$ cat config.mk
export PLATFORM = sky130hd
export DESIGN_NAME = cps_lane_cell
export DESIGN_NICKNAME = d
export VERILOG_FILES = /design/src/hdl/cps_pkg.sv /design/src/hdl/cps_lane_cell.sv
export SDC_FILE = /design/constraint.sdc
export NUM_CORES = 2
export LEC_CHECK = 0
export BUFFER_PORTS_ARGS = -buffer_cell sky130_fd_sc_hd__buf_2
export CORE_MARGIN = 2
export CORE_UTILIZATION = 57
export CTS_CLUSTER_DIAMETER = 30
export DETAILED_ROUTE_END_ITERATION = 10
export GPL_TIMING_DRIVEN = 1
export PLACE_DENSITY = 0.85
export SYNTH_ARGS = -nofsm -noshare
export SYNTH_HDL_FRONTEND = slang
export SYNTH_SLANG_ARGS = --single-unit
export TNS_END_PERCENT = 10
$ cat constraint.sdc
create_clock -name clk -period 8.28 [get_ports clk]
set_input_delay 0.414 -clock clk [delete_from_list [all_inputs] [get_ports clk]]
set_output_delay 0.414 -clock clk [all_outputs]
set_load 0.1 [all_outputs]
$ cat src/hdl/cps_pkg.sv
// Shared constants and the pair packet passed along the lane chain.
package cps_pkg;

  localparam int COORD_IN_W = 16;
  localparam int IDX_OUT_W  = 6;
  localparam int DIST_W     = 35;
  localparam int DIM_W      = 4;
  localparam int DIMX_W     = 5;
  localparam int OUT_DATA_W = 48;

  localparam logic [DIST_W-1:0] DIST_LIMIT = '1;

  // lexicographic order of the pair, settled lane by lane
  localparam logic [1:0] LEX_SAME = 2'd0;
  localparam logic [1:0] LEX_LESS = 2'd1;
  localparam logic [1:0] LEX_MORE = 2'd2;

  typedef struct packed {
    logic              v;
    logic              fin;
    logic [1:0]        lex;
    logic [DIST_W-1:0] acc;
  } pair_pkt_t;

endpackage

$ cat src/hdl/cps_lane_cell.sv
// One coordinate lane: holds that coordinate of every point, adds its square term.
module cps_lane_cell #(
  parameter int LANE        = 0,
  parameter int MAX_POINTS  = 64,
  parameter int COORD_WIDTH = 16,
  localparam int AW         = $clog2(MAX_POINTS)
) (
  input  logic                      clk,
  input  logic                      rst,
  input  logic [cps_pkg::DIMX_W-1:0] dim_eff,
  input  logic                      wr_en,
  input  logic [AW-1:0]             wr_addr,
  input  logic [COORD_WIDTH-1:0]    wr_data,
  input  cps_pkg::pair_pkt_t        pkt_in,
  input  logic [AW-1:0]             i_in,
  input  logic [AW-1:0]             j_in,
  output cps_pkg::pair_pkt_t        pkt_out,
  output logic [AW-1:0]             i_out,
  output logic [AW-1:0]             j_out
);
  import cps_pkg::*;

  localparam int DFW  = COORD_WIDTH + 1;
  localparam int SQW  = 2 * DFW;
  localparam int SUMW = ((SQW > DIST_W) ? SQW : DIST_W) + 1;

  logic [COORD_WIDTH-1:0] mem [MAX_POINTS];
  logic [COORD_WIDTH-1:0] rd_a, rd_b;
  pair_pkt_t              s1_pkt;
  logic [AW-1:0]          s1_i, s1_j;

  logic                   active;
  logic signed [DFW-1:0]  diff;
  logic [DFW-1:0]         mag;
  logic [SQW-1:0]         sq;
  logic [SUMW-1:0]        sum;
  pair_pkt_t              pkt_next;

  // stage 1: memory write port and two registered read ports
  always_ff @(posedge clk) begin
    if (wr_en) begin
      mem[wr_addr] <= wr_data;
    end
    rd_a <= mem[i_in];
    rd_b <= mem[j_in];
    s1_i <= i_in;
    s1_j <= j_in;
    if (rst) begin
      s1_pkt <= '0;
    end else begin
      s1_pkt <= pkt_in;
    end
  end

  // stage 2: square of the difference, saturating add, order check
  always_comb begin
    active   = dim_eff > DIMX_W'(LANE);
    diff     = DFW'($signed(rd_a)) - DFW'($signed(rd_b));
    mag      = diff[DFW-1] ? DFW'(-diff) : DFW'(diff);
    sq       = SQW'(mag) * SQW'(mag);
    sum      = SUMW'(s1_pkt.acc) + SUMW'(sq);
    pkt_next = s1_pkt;
    if (active) begin
      pkt_next.acc = (sum > SUMW'(DIST_LIMIT)) ? DIST_LIMIT : sum[DIST_W-1:0];
      if (s1_pkt.lex == LEX_SAME) begin
        if ($signed(rd_a) < $signed(rd_b)) begin
          pkt_next.lex = LEX_LESS;
        end else if ($signed(rd_a) > $signed(rd_b)) begin
          pkt_next.lex = LEX_MORE;
        end
      end
    end
  end

  always_ff @(posedge clk) begin
    i_out <= s1_i;
    j_out <= s1_j;
    if (rst) begin
      pkt_out <= '0;
    end else begin
      pkt_out <= pkt_next;
    end
  end

endmodule

==> impl_metrics.json <==
{
  "status": "finished with violations",
  "violations": "max-slew violations, negative setup slack",
  "drc": 0,
  "seqCellArea_sq_um": 33400,
  "crit_path_frequent_cell": "fa_1",
  "slowest_delay_ps": 540,
  "synth_seq_cells": 1158,
  "synth_common_cells": "1024 x edfxtp_1, 672 x mux4_2, 388 x inv_1",
  "r2r_end": "pkt_out[33]$_SDFF_PP0_",
  "maxCapViolations": 0,
  "synthArstFlopShare": 0,
  "slowest_stage": "fa_1",
  "worstPathRequired_ps": 8930,
  "synth_flop_cell": "edfxtp_1",
  "drive_gt1_frac": 0.399,
  "start_util": 0.577,
  "cts_max_path_buffers": 3,
  "hold_depth": 1,
  "synthTopCellsByArea": "edfxtp_1 50%, mux4_2 25%, fa_1 7.3%, dfxtp_1 4.4%, ha_1 2.6%",
  "path_clk_slew_ps": 50,
  "tritoncts": "yes",
  "maxSlewViolCount": 17,
  "htree_levels": 4,
  "fillCellCount": 6048,
  "wl_per_cell_um": 35.9,
  "grt_pass1_wl_mm": 282,
  "grt_pass1_vias": 40799,
  "die-width_um": 331,
  "die_area_sq_um": 109000,
  "wirelength_mm": 196,
  "critical_path_class": "reg2reg",
  "synthCells": 3450,
  "place_congestion": 0.925,
  "overflow": 0,
  "fp.dieH_um": 331,
  "grt_use_total": 0.367,
  "clock-sinks": 1158,
  "reg2reg_slack_ps": -70,
  "ys_seq_area_frac": 0.549,
  "whs_ps": 62.5,
  "synth_top_area_frac": 0.505,
  "crit_fanout": 6,
  "arrival_ps": 9000,
  "slew_headroom": -0.000769,
  "setup_ws_ps": -72.8,
  "tightest_slew_ps": 1500,
  "first_pass_iters": 6,
  "final_antenna_net_count": 0,
  "finalHoldViolations": 0,
  "fin_crit_sh": 1.01,
  "yosysWarnings": 0,
  "num_rows": 119,
  "num_vias": 38156,
  "cts-buffers-inserted": 208,
  "hold_end": "s1_i[0]$_DFF_P_",
  "rsz0062_at_grt": "yes",
  "reg2reg_depth": 36,
  "final-setup-viol-count": 9,
  "first_iter_violations": 5507,
  "multi_input_area_sq_um": 26000,
  "via_per_inst": 7.00,
  "cts_root_buf": "clkbuf_16",
  "finClkSkew_ps": 55.4,
  "ys_types": 77,
  "grt_max_degree": 159,
  "r2r-start": "rd_a[0]$_DFF_P_",
  "fmax_mhz": 120,
  "syn_avg_cell_area_sq_um": 17.7,
  "synth_largest_area_cell": "edfxtp_1",
  "antenna_found_initial": 22,
  "startpoint_type": "flop",
  "dp_hpwl_mm": 104,
  "synth_edf_count": 1024,
  "synth_most_common_cell": "edfxtp_1",
  "holdCritPathClass": "in2reg",
  "core_sq_um": 106000,
  "syn_to_final_growth_pct": 19.7,
  "period_needed_ps": 8350,
  "synth_area_sq_um": 60900,
  "portBuffers": 131,
  "pin_count": 132,
  "end_kind": "flop",
  "hp-start": "i_in[0]",
  "finalNetCount": 4300,
  "clk-insertion-delay-late_ps": 830
}
==> worst max-delay path by stage <==
stage                     from                     end  slack [ps]
6_report       rd_a[0]$_DFF_P_  pkt_out[33]$_SDFF_PP0_         -70
2_1_floorplan  rd_a[0]$_DFF_P_  pkt_out[10]$_SDFF_PP0_        0.08
4_1_cts        rd_b[1]$_DFF_P_   pkt_out[9]$_SDFF_PP0_         -40
5_1_grt        rd_b[1]$_DFF_P_  pkt_out[33]$_SDFF_PP0_        -450
3_5_place_dp   rd_a[0]$_DFF_P_  pkt_out[21]$_SDFF_PP0_        -410
3_3_place_gp   rd_a[0]$_DFF_P_  pkt_out[33]$_SDFF_PP0_        -110
==> cell type report <==
type | instances | area share
Tap cell | 1391 | 0.0239
Sequential cell | 1158 | 0.459
Multi-Input combinational cell | 1705 | 0.356
Clock inverter | 161 | 0.0246
Clock buffer | 234 | 0.0749
Inverter | 397 | 0.0206
Timing Repair Buffer | 397 | 0.0407
Antenna cell | 5 | 0.000172
==> cell usage in the layout, fill, tap and decap left out, types with 33 or more instances in the layout <==
master         netlist  routed
buf_4                1     212
nor2_1             186     115
nor2_2               2      71
inv_1              388     378
edfxtp_1          1024    1024
dlygate4sd3_1        0      40
fa_1               223     217
nand2_1             96      86
clkbuf_16            0     214
mux4_2             672     672
dfxtp_1            134     134
buf_2               13     123
inv_6                0      33
nor2b_1             48      47
ha_1               129     114
==> worst max-delay path, delay by kind of cell, from the launching register on <==
| family | cells | cell delay (ps) |
|---|---|---|
| buffers and inverters | 8 | 730 |
| AOI/OAI and AO/OA | 13 | 2170 |
| xor gates and xnor gates | 2 | 410 |
| and+or+nand+nor | 4 | 740 |
| DFF | 1 | 310 |
| adders and majority gates | 9 | 3790 |
==> sequential cells by signal, summed over array words and instances, names as in the netlist <==
name,count
i_out,6
j_out,6
mem,1024
pkt_next,2
pkt_out,39
rd_a,16
rd_b,16
s1_i,6
s1_j,6
s1_pkt,37
==> cell families (layout without fill, tap and decap cells) <==
| logic type | after synthesis | after routing | share of synthesized area |
|---|---|---|---|
| AO/OA/AOI/OAI | 182 | 183 | 0.0227 |
| XOR/XNOR | 68 | 68 | 0.0105 |
| adder cells (fa/ha/maj) | 352 | 352 | 0.0998 |
| buffers and inverters | 597 | 1189 | 0.0376 |
| flip-flops | 1158 | 1158 | 0.549 |
| multiplexers | 673 | 673 | 0.249 |
| other | 2 | 16 | 0.000123 |
| AND/OR/NAND/NOR | 418 | 418 | 0.0318 |
==> what timing repair did <==
action,CTS,global route
gates resized for setup,68,70
setup buffers,18,13
endpoints found under the setup margin,35,35
hold buffers,40,0
pin swaps,28,38
gates cloned,3,0
endpoints found under the hold margin,40,0
==> metrics by stage <==
stage          TNS, ps  area, sq um  setup slack [ps]  cells   util
2_1_floorplan        0        61000            0.0799   3459      -
3_3_place_gp     -1320        64300              -113   4974  0.609
3_5_place_dp    -10790        64300              -405   4974  0.609
4_1_cts           -264        72500             -35.6   5430  0.687
5_1_grt          -9450        72900              -448   5443  0.690
6_report          -231        72900             -72.8   5448  0.690
==> per-layer routing <==
layer | vias to the layer above | GRT usage | part of all wire
met4 | 30 | 0.273 | 0.089
met5 | - | 0 | 0.0011
met1 | 19209 | 0.421 | 0.30
met2 | 3540 | 0.584 | 0.48
met3 | 986 | 0.114 | 0.13
li1 | 14391 | - | -
Power is left out: the tool's default activity adds up to more than one toggle a clock period on the data nets, which glitch-free logic cannot reach.
